==> src/design/clnc_pkg.sv <==
// Package for the character LCD nibble controller.
// Holds request codes, the job word passed from front to back, and the command tables.
// No dependencies.
`default_nettype none

package clnc_pkg;

  typedef enum logic [1:0] {
    FUNC_WRITE = 2'd0,
    FUNC_MOVE  = 2'd1,
    FUNC_CLEAR = 2'd2,
    FUNC_INIT  = 2'd3
  } func_e;

  typedef enum logic {
    REG_ROWS = 1'b0,
    REG_COLS = 1'b1
  } cfg_reg_e;

  localparam int unsigned QDEPTH   = 2;
  localparam int unsigned QPTR_W   = $clog2(QDEPTH);
  localparam int unsigned QCNT_W   = $clog2(QDEPTH + 1);
  localparam int unsigned INIT_LEN = 7;

  localparam logic [2:0]  ROWS_MAX   = 3'd4;
  localparam logic [5:0]  COLS_MAX   = 6'd40;
  localparam logic [2:0]  ROWS_RESET = 3'd2;
  localparam logic [5:0]  COLS_RESET = 6'd16;

  localparam logic [7:0]  CMD_CLEAR  = 8'h01;
  localparam logic [7:0]  CMD_HOME   = 8'h02;
  localparam logic [7:0]  CMD_ORIGIN = 8'h80;

  localparam logic [10:0] WAIT_LONG  = 11'd2000;
  localparam logic [10:0] WAIT_SHORT = 11'd100;
  localparam logic [10:0] WAIT_NONE  = 11'd0;

  // One queued job: either the init sequence, or one or two bytes.
  typedef struct packed {
    logic       init;
    logic       first_rs;
    logic [7:0] first_byte;
    logic       has_second;
    logic [7:0] second_byte;
  } job_t;

  function automatic logic [7:0] row_base(input logic [1:0] row_idx);
    logic [7:0] base;
    unique case (row_idx)
      2'd0:    base = 8'h80;
      2'd1:    base = 8'hC0;
      2'd2:    base = 8'h94;
      default: base = 8'hD4;
    endcase
    return base;
  endfunction

  function automatic logic [7:0] init_byte(input logic [2:0] idx);
    logic [7:0] b;
    unique case (idx)
      3'd0:    b = 8'h33;
      3'd1:    b = 8'h32;
      3'd2:    b = 8'h28;
      3'd3:    b = 8'h0E;
      3'd4:    b = 8'h01;
      3'd5:    b = 8'h06;
      default: b = 8'h80;
    endcase
    return b;
  endfunction

  // Set-address command for a 1-based cursor position.
  function automatic logic [7:0] addr_cmd(input logic [5:0] col, input logic [2:0] row);
    logic [2:0] row_m1;
    row_m1 = row - 3'd1;
    return row_base(row_m1[1:0]) + {2'b00, col} - 8'd1;
  endfunction

  // Settle time after the low nibble of a byte.
  function automatic logic [10:0] byte_wait(input logic rs, input logic [7:0] b);
    logic [10:0] w;
    if (!rs && (b == CMD_CLEAR || b == CMD_HOME)) w = WAIT_LONG;
    else w = WAIT_SHORT;
    return w;
  endfunction

endpackage

`default_nettype wire

==> src/design/clnc_front.sv <==
// Front end: configuration registers, cursor tracking and request classification.
// Depends on clnc_pkg; pushes job words into clnc_queue.
`default_nettype none

module clnc_front
  import clnc_pkg::*;
(
  input  wire logic       clk_i,
  input  wire logic       rst_ni,
  input  wire logic       cfg_we_i,
  input  wire logic       cfg_index_i,
  input  wire logic [5:0] cfg_data_i,
  input  wire logic       in_valid_i,
  output      logic       in_stall_o,
  input  wire logic [1:0] func_i,
  input  wire logic [7:0] char_code_i,
  input  wire logic [5:0] target_column_i,
  input  wire logic [2:0] target_row_i,
  input  wire logic       q_full_i,
  output      logic       push_o,
  output      job_t       job_o
);

  logic [2:0] row_count_q;
  logic [5:0] column_count_q;
  logic [5:0] cursor_column_q, cursor_column_d;
  logic [2:0] cursor_row_q, cursor_row_d;
  logic [2:0] eff_rows;
  logic [5:0] eff_cols;
  logic [5:0] adv_col;
  logic [2:0] adv_row;
  logic       adv_ok, move_ok, accept, emit;

  always_ff @(posedge clk_i or negedge rst_ni) begin
    if (!rst_ni) begin
      row_count_q    <= ROWS_RESET;
      column_count_q <= COLS_RESET;
    end else if (cfg_we_i) begin
      unique case (cfg_reg_e'(cfg_index_i))
        REG_ROWS: row_count_q    <= cfg_data_i[2:0];
        REG_COLS: column_count_q <= cfg_data_i;
        default:  ;
      endcase
    end
  end

  always_comb begin
    eff_rows = row_count_q;
    if (row_count_q == 3'd0) eff_rows = 3'd1;
    else if (row_count_q > ROWS_MAX) eff_rows = ROWS_MAX;
    eff_cols = column_count_q;
    if (column_count_q == 6'd0) eff_cols = 6'd1;
    else if (column_count_q > COLS_MAX) eff_cols = COLS_MAX;
  end

  // Advance the cursor, wrapping column into the next row and row back to the top.
  always_comb begin
    adv_col = cursor_column_q + 6'd1;
    adv_row = cursor_row_q;
    if (adv_col > eff_cols) begin
      adv_col = 6'd1;
      adv_row = cursor_row_q + 3'd1;
      if (adv_row > eff_rows) adv_row = 3'd1;
    end
    adv_ok  = (adv_col != 6'd0) && (adv_row != 3'd0)
              && (adv_col <= eff_cols) && (adv_row <= eff_rows);
    move_ok = (target_column_i != 6'd0) && (target_row_i != 3'd0)
              && (target_column_i <= eff_cols) && (target_row_i <= eff_rows);
  end

  assign in_stall_o = q_full_i;
  assign accept     = in_valid_i && !q_full_i;

  always_comb begin
    job_o           = '0;
    emit            = 1'b1;
    cursor_column_d = cursor_column_q;
    cursor_row_d    = cursor_row_q;
    unique case (func_e'(func_i))
      FUNC_WRITE: begin
        job_o.first_rs    = 1'b1;
        job_o.first_byte  = char_code_i;
        job_o.has_second  = adv_ok;
        job_o.second_byte = addr_cmd(adv_col, adv_row);
        cursor_column_d   = adv_col;
        cursor_row_d      = adv_row;
      end
      FUNC_MOVE: begin
        // Drop a move outside the display.
        emit             = move_ok;
        job_o.first_byte = addr_cmd(target_column_i, target_row_i);
        if (move_ok) begin
          cursor_column_d = target_column_i;
          cursor_row_d    = target_row_i;
        end
      end
      FUNC_CLEAR: begin
        job_o.first_byte  = CMD_CLEAR;
        job_o.has_second  = 1'b1;
        job_o.second_byte = CMD_ORIGIN;
        cursor_column_d   = 6'd1;
        cursor_row_d      = 3'd1;
      end
      default: begin
        job_o.init      = 1'b1;
        cursor_column_d = 6'd1;
        cursor_row_d    = 3'd1;
      end
    endcase
  end

  assign push_o = accept && emit;

  always_ff @(posedge clk_i or negedge rst_ni) begin
    if (!rst_ni) begin
      cursor_column_q <= 6'd1;
      cursor_row_q    <= 3'd1;
    end else if (accept) begin
      cursor_column_q <= cursor_column_d;
      cursor_row_q    <= cursor_row_d;
    end
  end

  a_row_on_display: assert property (@(posedge clk_i) disable iff (!rst_ni)
    cursor_row_q != 3'd0 && cursor_row_q <= ROWS_MAX)
    else $error("cursor row left the display");

  a_col_on_display: assert property (@(posedge clk_i) disable iff (!rst_ni)
    cursor_column_q != 6'd0 && cursor_column_q <= COLS_MAX)
    else $error("cursor column left the display");

endmodule

`default_nettype wire

==> src/design/clnc_queue.sv <==
// Short job queue between front and back ends.
// Depends on clnc_pkg for the job word and depth.
`default_nettype none

module clnc_queue
  import clnc_pkg::*;
(
  input  wire logic clk_i,
  input  wire logic rst_ni,
  input  wire logic push_i,
  input  wire job_t push_job_i,
  input  wire logic pop_i,
  output      job_t pop_job_o,
  output      logic full_o,
  output      logic nonempty_o
);

  job_t              mem_q [QDEPTH];
  logic [QPTR_W-1:0] wr_ptr_q, rd_ptr_q;
  logic [QCNT_W-1:0] count_q;

  assign full_o     = (count_q == QCNT_W'(QDEPTH));
  assign nonempty_o = (count_q != '0);
  assign pop_job_o  = mem_q[rd_ptr_q];

  always_ff @(posedge clk_i) begin
    if (push_i) mem_q[wr_ptr_q] <= push_job_i;
  end

  always_ff @(posedge clk_i or negedge rst_ni) begin
    if (!rst_ni) begin
      wr_ptr_q <= '0;
      rd_ptr_q <= '0;
      count_q  <= '0;
    end else begin
      if (push_i) wr_ptr_q <= (wr_ptr_q == QPTR_W'(QDEPTH - 1)) ? '0 : wr_ptr_q + 1'b1;
      if (pop_i)  rd_ptr_q <= (rd_ptr_q == QPTR_W'(QDEPTH - 1)) ? '0 : rd_ptr_q + 1'b1;
      if (push_i && !pop_i)      count_q <= count_q + 1'b1;
      else if (pop_i && !push_i) count_q <= count_q - 1'b1;
    end
  end

  a_no_overflow: assert property (@(posedge clk_i) disable iff (!rst_ni)
    full_o |-> !push_i)
    else $error("push into full queue");

  a_no_underflow: assert property (@(posedge clk_i) disable iff (!rst_ni)
    pop_i |-> nonempty_o)
    else $error("pop from empty queue");

endmodule

`default_nettype wire

==> src/design/clnc_back.sv <==
// Back end: walks each job byte by byte, nibble by nibble, into the output register.
// Depends on clnc_pkg; pops job words from clnc_queue.
`default_nettype none

module clnc_back
  import clnc_pkg::*;
(
  input  wire logic        clk_i,
  input  wire logic        rst_ni,
  input  wire logic        q_nonempty_i,
  input  wire job_t        q_job_i,
  output      logic        pop_o,
  output      logic        out_valid_o,
  input  wire logic        out_stall_i,
  output      logic        reg_select_o,
  output      logic [3:0]  bus_nibble_o,
  output      logic [10:0] wait_after_us_o,
  output      logic        last_transfer_o
);

  job_t        cur_q;
  logic        busy_q;
  logic [2:0]  idx_q;
  logic        half_q;
  logic [2:0]  last_idx;
  logic [7:0]  cur_byte;
  logic        cur_rs, adv, is_last;
  logic        out_valid_q, rs_q, last_q;
  logic [3:0]  nib_q;
  logic [10:0] wait_q;

  always_comb begin
    if (cur_q.init) last_idx = 3'(INIT_LEN - 1);
    else last_idx = cur_q.has_second ? 3'd1 : 3'd0;
    if (cur_q.init) begin
      cur_byte = init_byte(idx_q);
      cur_rs   = 1'b0;
    end else if (idx_q == 3'd0) begin
      cur_byte = cur_q.first_byte;
      cur_rs   = cur_q.first_rs;
    end else begin
      cur_byte = cur_q.second_byte;
      cur_rs   = 1'b0;
    end
  end

  assign adv     = busy_q && (!out_valid_q || !out_stall_i);
  assign is_last = half_q && (idx_q == last_idx);
  // Take the next job when idle or while the current one hands out its final word.
  assign pop_o   = q_nonempty_i && (!busy_q || (adv && is_last));

  always_ff @(posedge clk_i or negedge rst_ni) begin
    if (!rst_ni) begin
      busy_q <= 1'b0;
      idx_q  <= '0;
      half_q <= 1'b0;
    end else if (pop_o) begin
      busy_q <= 1'b1;
      idx_q  <= '0;
      half_q <= 1'b0;
    end else if (adv) begin
      if (is_last) begin
        busy_q <= 1'b0;
        idx_q  <= '0;
        half_q <= 1'b0;
      end else if (half_q) begin
        idx_q  <= idx_q + 3'd1;
        half_q <= 1'b0;
      end else begin
        half_q <= 1'b1;
      end
    end
  end

  always_ff @(posedge clk_i) begin
    if (pop_o) cur_q <= q_job_i;
  end

  always_ff @(posedge clk_i or negedge rst_ni) begin
    if (!rst_ni) begin
      out_valid_q <= 1'b0;
    end else if (adv) begin
      out_valid_q <= 1'b1;
    end else if (!out_stall_i) begin
      out_valid_q <= 1'b0;
    end
  end

  always_ff @(posedge clk_i) begin
    if (adv) begin
      rs_q   <= cur_rs;
      nib_q  <= half_q ? cur_byte[3:0] : cur_byte[7:4];
      wait_q <= half_q ? byte_wait(cur_rs, cur_byte) : WAIT_NONE;
      last_q <= is_last;
    end
  end

  assign out_valid_o     = out_valid_q;
  assign reg_select_o    = rs_q;
  assign bus_nibble_o    = nib_q;
  assign wait_after_us_o = wait_q;
  assign last_transfer_o = last_q;

  a_idx_in_job: assert property (@(posedge clk_i) disable iff (!rst_ni)
    busy_q |-> idx_q <= last_idx)
    else $error("byte index ran past the job");

  a_last_waits: assert property (@(posedge clk_i) disable iff (!rst_ni)
    (out_valid_q && last_q) |-> wait_q != WAIT_NONE)
    else $error("final word carries no settle time");

endmodule

`default_nettype wire

==> src/design/char_lcd_nibble_controller.sv <==
// Character LCD controller on a 4-bit bus: one request word in, nibble words out.
// A request goes through the job queue and the job register into the output register.
// Throughput: one word per unstalled cycle, set by the nibble sequencer; a write request
//   gives four or two words, move two, clear four, init fourteen; a rejected move none.
// A two-entry job queue lets requests keep arriving while the back end drains.
// Reset (rst_ni low, async): rows 2, columns 16, cursor at column 1 row 1, queue empty.
`default_nettype none

module char_lcd_nibble_controller
  import clnc_pkg::*;
(
  input  wire logic        clk_i,
  input  wire logic        rst_ni,
  // configuration writes
  input  wire logic        cfg_we_i,
  input  wire logic        cfg_index_i,
  input  wire logic [5:0]  cfg_data_i,
  // request words
  input  wire logic        in_valid_i,
  output      logic        in_stall_o,
  input  wire logic [1:0]  func_i,
  input  wire logic [7:0]  char_code_i,
  input  wire logic [5:0]  target_column_i,
  input  wire logic [2:0]  target_row_i,
  // bus transfer words
  output      logic        out_valid_o,
  input  wire logic        out_stall_i,
  output      logic        reg_select_o,
  output      logic [3:0]  bus_nibble_o,
  output      logic [10:0] wait_after_us_o,
  output      logic        last_transfer_o
);

  logic push, pop, q_full, q_nonempty;
  job_t push_job, pop_job;

  // Classify requests, track the cursor, build job words.
  clnc_front u_front (
    .clk_i           (clk_i),
    .rst_ni          (rst_ni),
    .cfg_we_i        (cfg_we_i),
    .cfg_index_i     (cfg_index_i),
    .cfg_data_i      (cfg_data_i),
    .in_valid_i      (in_valid_i),
    .in_stall_o      (in_stall_o),
    .func_i          (func_i),
    .char_code_i     (char_code_i),
    .target_column_i (target_column_i),
    .target_row_i    (target_row_i),
    .q_full_i        (q_full),
    .push_o          (push),
    .job_o           (push_job)
  );

  // Hold pending jobs so either side can stall alone.
  clnc_queue u_queue (
    .clk_i      (clk_i),
    .rst_ni     (rst_ni),
    .push_i     (push),
    .push_job_i (push_job),
    .pop_i      (pop),
    .pop_job_o  (pop_job),
    .full_o     (q_full),
    .nonempty_o (q_nonempty)
  );

  // Split each job into nibble strobes with their settle times.
  clnc_back u_back (
    .clk_i           (clk_i),
    .rst_ni          (rst_ni),
    .q_nonempty_i    (q_nonempty),
    .q_job_i         (pop_job),
    .pop_o           (pop),
    .out_valid_o     (out_valid_o),
    .out_stall_i     (out_stall_i),
    .reg_select_o    (reg_select_o),
    .bus_nibble_o    (bus_nibble_o),
    .wait_after_us_o (wait_after_us_o),
    .last_transfer_o (last_transfer_o)
  );

endmodule

`default_nettype wire

==> config.mk <==
export PLATFORM = sky130hd
export DESIGN_NAME = char_lcd_nibble_controller
export DESIGN_NICKNAME = d
export VERILOG_FILES = /design/src/design/clnc_pkg.sv /design/src/design/clnc_front.sv /design/src/design/clnc_queue.sv /design/src/design/clnc_back.sv /design/src/design/char_lcd_nibble_controller.sv
export SDC_FILE = /design/constraint.sdc
export NUM_CORES = 1
export LEC_CHECK = 0
export BUFFER_PORTS_ARGS = -buffer_cell sky130_fd_sc_hd__buf_4
export CORE_MARGIN = 2
export CORE_UTILIZATION = 40
export CTS_CLUSTER_SIZE = 24
export DETAILED_ROUTE_END_ITERATION = 10
export HOLD_SLACK_MARGIN = 0.06
export SLEW_MARGIN = 0
export SYNTH_ARGS = -nofsm -noshare
export SYNTH_HDL_FRONTEND = slang
export SYNTH_SLANG_ARGS = --single-unit
==> constraint.sdc <==
create_clock -name clk_i -period 5.7 [get_ports clk_i]
set_input_delay 1.71 -clock clk_i [delete_from_list [all_inputs] [get_ports clk_i]]
set_output_delay 1.71 -clock clk_i [all_outputs]
set_load 0.05 [all_outputs]
==> impl_metrics.tcl <==
set metrics [dict create \
    status "completed" \
    globalplace.congestion 0.861 \
    setup.worst_path.end "u_queue.mem_q[1][7]" \
    ir_drop_mv 0.213 \
    coreArea_sq_um 13800 \
    finClkSkew_ns 0.00634 \
    ys_top_cells_by_area "edfxtp_1 35%, ha_1 12%, dfrtp_1 11%, mux2_2 7.0%, inv_1 3.3%" \
    io_pins 50 \
    drt-total-wl_um 11500 \
    rsz0062_at_grt "false" \
    clock_path_buffers 2 \
    powerDensity_nw_per_um2 588 \
    vias 3769 \
    fin_cells 739 \
    yosysWarnings 0 \
    synth_top_cell_area_share 0.350 \
    async_reset_ff_frac 0.298 \
    synthFlopType "edfxtp_1" \
    initial_core_util 0.409 \
    hpwlAfterDp_um 8740 \
    hold_buffers 0 \
    nets 640 \
    critPathCaptureType "flop" \
    crit_required_ns 5.87 \
    rows 43 \
    post_drt_wl_per_cell_um 15.5 \
    via_per_inst 5.10 \
    overflow 0 \
    diodes 0 \
    grt_max_degree 29 \
    netlist_area_sq_um 5660 \
    tightest_slew_ns 0.862 \
    holdWs_ns 0.480 \
    antenna_left 0 \
    antenna_found_initial 0 \
    maxSlewViolCount 0 \
    slowest_stage "dfstp_2" \
    fp.dieW_um 123 \
    crit_fanout 7 \
    ys_seq_elements 94 \
    crit_start "u_front.cursor_column_q[0]" \
    fillers 1293 \
    startpoint_type "flop" \
    synth_edf_count 66 \
    cts_resized 0 \
    clk_latency_ns 0.34 \
    rr_endpoint "u_queue.mem_q[1][7]" \
    drtIter0Drc 168 \
    drv_cap 0 \
    hold_viol 0 \
    synth_top_area_cell "edfxtp_1" \
    slew_headroom 0.425 \
    die_y_um 123 \
    drc 0 \
    finalPower_mw 3.78 \
    crit_chain "ha_1, nand3_1, xnor2_1, ha_1, o21ai_0, nor2_1, o31ai_4, o21ai_0, o21a_1, ha_1, ha_1, fa_1, nor2b_1, o21ai_0, nand2b_1, a21o_1, a21oi_1, xor2_1, a21oi_1" \
    crit_top_cell "ha_1" \
    cts_buffers 9 \
    r2r_start "u_front.cursor_column_q[0]" \
    cts_tree "done" \
    finalCriticalPeriod_ns 4.93 \
    first_pass_iters 4 \
    yosysSeqAreaShare 0.475 \
    dieArea_sq_um 15100 \
    path_clk_slew_ns 0.06 \
    synth.avg_cell_area_sq_um 11.1 \
    grt_pass1_vias 3745 \
    regToRegSetupSlack_ns 0.77 \
    port_buffers 46 \
    drive_gt1_frac 0.204 \
    clockRootBuffer "clkbuf_16" \
    setup_viol 0 \
    post-cts-setup-buffers 0 \
    grt_first_pass_wirelength_um 18600 \
    critPathMaxStageDelay_ns 0.60 \
    total_leakage_power_nw 2.69 \
    synthToLayoutAreaGrowth_pct 13.4 \
    post_synth_num_cell_types 61 \
    syn-instance-count 512 \
    htree_levels 3 \
    ff2ff_path_depth 19 \
    grt.total_usage 0.161 \
    max_freq_ghz 0.203 \
    crit_type "flop to flop" \
    fin_tns_setup_ns 0 \
    finalCritPeriodShare 0.865 \
    hold_class "flop to flop" \
    arrival_ns 5.09 \
    clock_sinks 94 \
    place_inst 723 \
]
## final cells by class
class	instances	area (sq um)	area share
Tap cell	180	225	0.0351
Clock buffer	12	236	0.0368
Inverter	52	195	0.0304
Multi-Input combinational cell	348	2660	0.414
Sequential cell	94	2690	0.419
Timing Repair Buffer	49	368	0.0573
Clock inverter	4	48.8	0.00760
## where the power goes
group	total [mW]	switching [mW]	internal [mW]
Clock	0.578	0.240	0.339
Combinational	2.04	1.15	0.881
Sequential	1.16	0.148	1.02
## cell usage after synthesis, types with 3 or more instances
cell,instances
dfstp_2,4
a211oi_1,4
xor2_1,8
a21oi_1,35
o21ai_0,19
o21a_1,3
inv_1,50
xnor2_1,13
nand2_1,37
mux2i_1,7
clkbuf_1,6
nor3_1,3
buf_4,9
ha_1,53
o21bai_1,4
a2111oi_2,4
nor2b_1,11
nand4_1,3
and3_1,3
nand3_1,9
mux2_2,35
or4_1,3
dfrtp_1,24
and2_1,5
a21o_1,6
nor2_1,39
edfxtp_1,66
nand2b_1,6
## per-stage QoR
step | cell area (sq um) | setup WS, ns | utilization
2_1_floorplan | 5670 | 1.20 | -
3_3_place_gp | 6130 | 1.00 | 0.444
3_5_place_dp | 6130 | 0.819 | 0.444
4_1_cts | 6420 | 0.789 | 0.464
5_1_grt | 6420 | 0.328 | 0.464
6_report | 6420 | 0.772 | 0.464
## layout by cell type, fill, tap and decap left out, types with 3 or more instances in the layout
master,n
mux2_2,35
nand2_1,37
inv_1,50
ha_1,53
xor2_1,8
a211oi_1,4
o21a_1,3
nor2b_1,11
clkinv_1,3
nor3_1,3
or4_1,3
nor2_1,39
nand2b_1,6
dfrtp_1,24
o21bai_1,4
xnor2_1,13
conb_1,3
clkbuf_16,9
nand4_1,3
a21o_1,6
clkbuf_1,3
and2_1,5
mux2i_1,7
and3_1,3
nand3_1,9
o21ai_0,19
a2111oi_2,4
buf_4,49
dfstp_2,4
edfxtp_1,66
a21oi_1,35
## worst max-delay path: cells and delay by family, from the launching register on
kind,cells,cell delay [ns]
fa+ha+maj,5,1.68
flops,1,0.60
xor+xnor,2,0.65
simple gates,4,0.49
compound gates,8,1.34
## state kept, by name (all words and copies together), names as in the netlist, 2 cells and up
name                     count
u_queue.mem_q               38
u_back.cur_q                19
u_front.column_count_q       6
u_front.cursor_column_q      6
u_back.bus_nibble_o          4
u_back.idx_q                 3
u_back.wait_after_us_o       3
u_front.cursor_row_q         3
u_front.row_count_q          3
u_queue.count_q              2
## how the worst min path moves through the flow
| stage | start | to | slack [ns] | depth (start not counted) |
|---|---|---|---|---|
| floorplan | u_back.busy_q | u_back.out_valid_o | 0.44 | 1 |
| global placement | u_back.busy_q | u_back.out_valid_o | 0.46 | 1 |
| detailed placement | u_back.busy_q | u_back.out_valid_o | 0.46 | 1 |
| CTS | u_back.busy_q | u_back.out_valid_o | 0.48 | 1 |
| global route | u_queue.wr_ptr_q | u_queue.wr_ptr_q | 0.50 | 1 |
| finish | u_back.busy_q | u_back.out_valid_o | 0.48 | 1 |
## routing by layer
layer,vias to the layer above,wire [um],global-route usage
met1,1788,4990,0.193
met4,0,95,0.0474
met3,11,426,0.0351
met2,77,5940,0.289
li1,1893,-,-
met5,-,0,0
## cells by family after synthesis
logic type               Yosys count  synth area share
other                              1          0.000663
AO/OA/AOI/OAI                     99             0.121
flip-flops                        94             0.475
AND/OR/NAND/NOR                  128             0.108
multiplexers                      42            0.0820
XOR/XNOR                          21            0.0325
adder cells (fa/ha/maj)           55             0.124
buffers and inverters             72            0.0568
(Power assumes the default switching activity.)
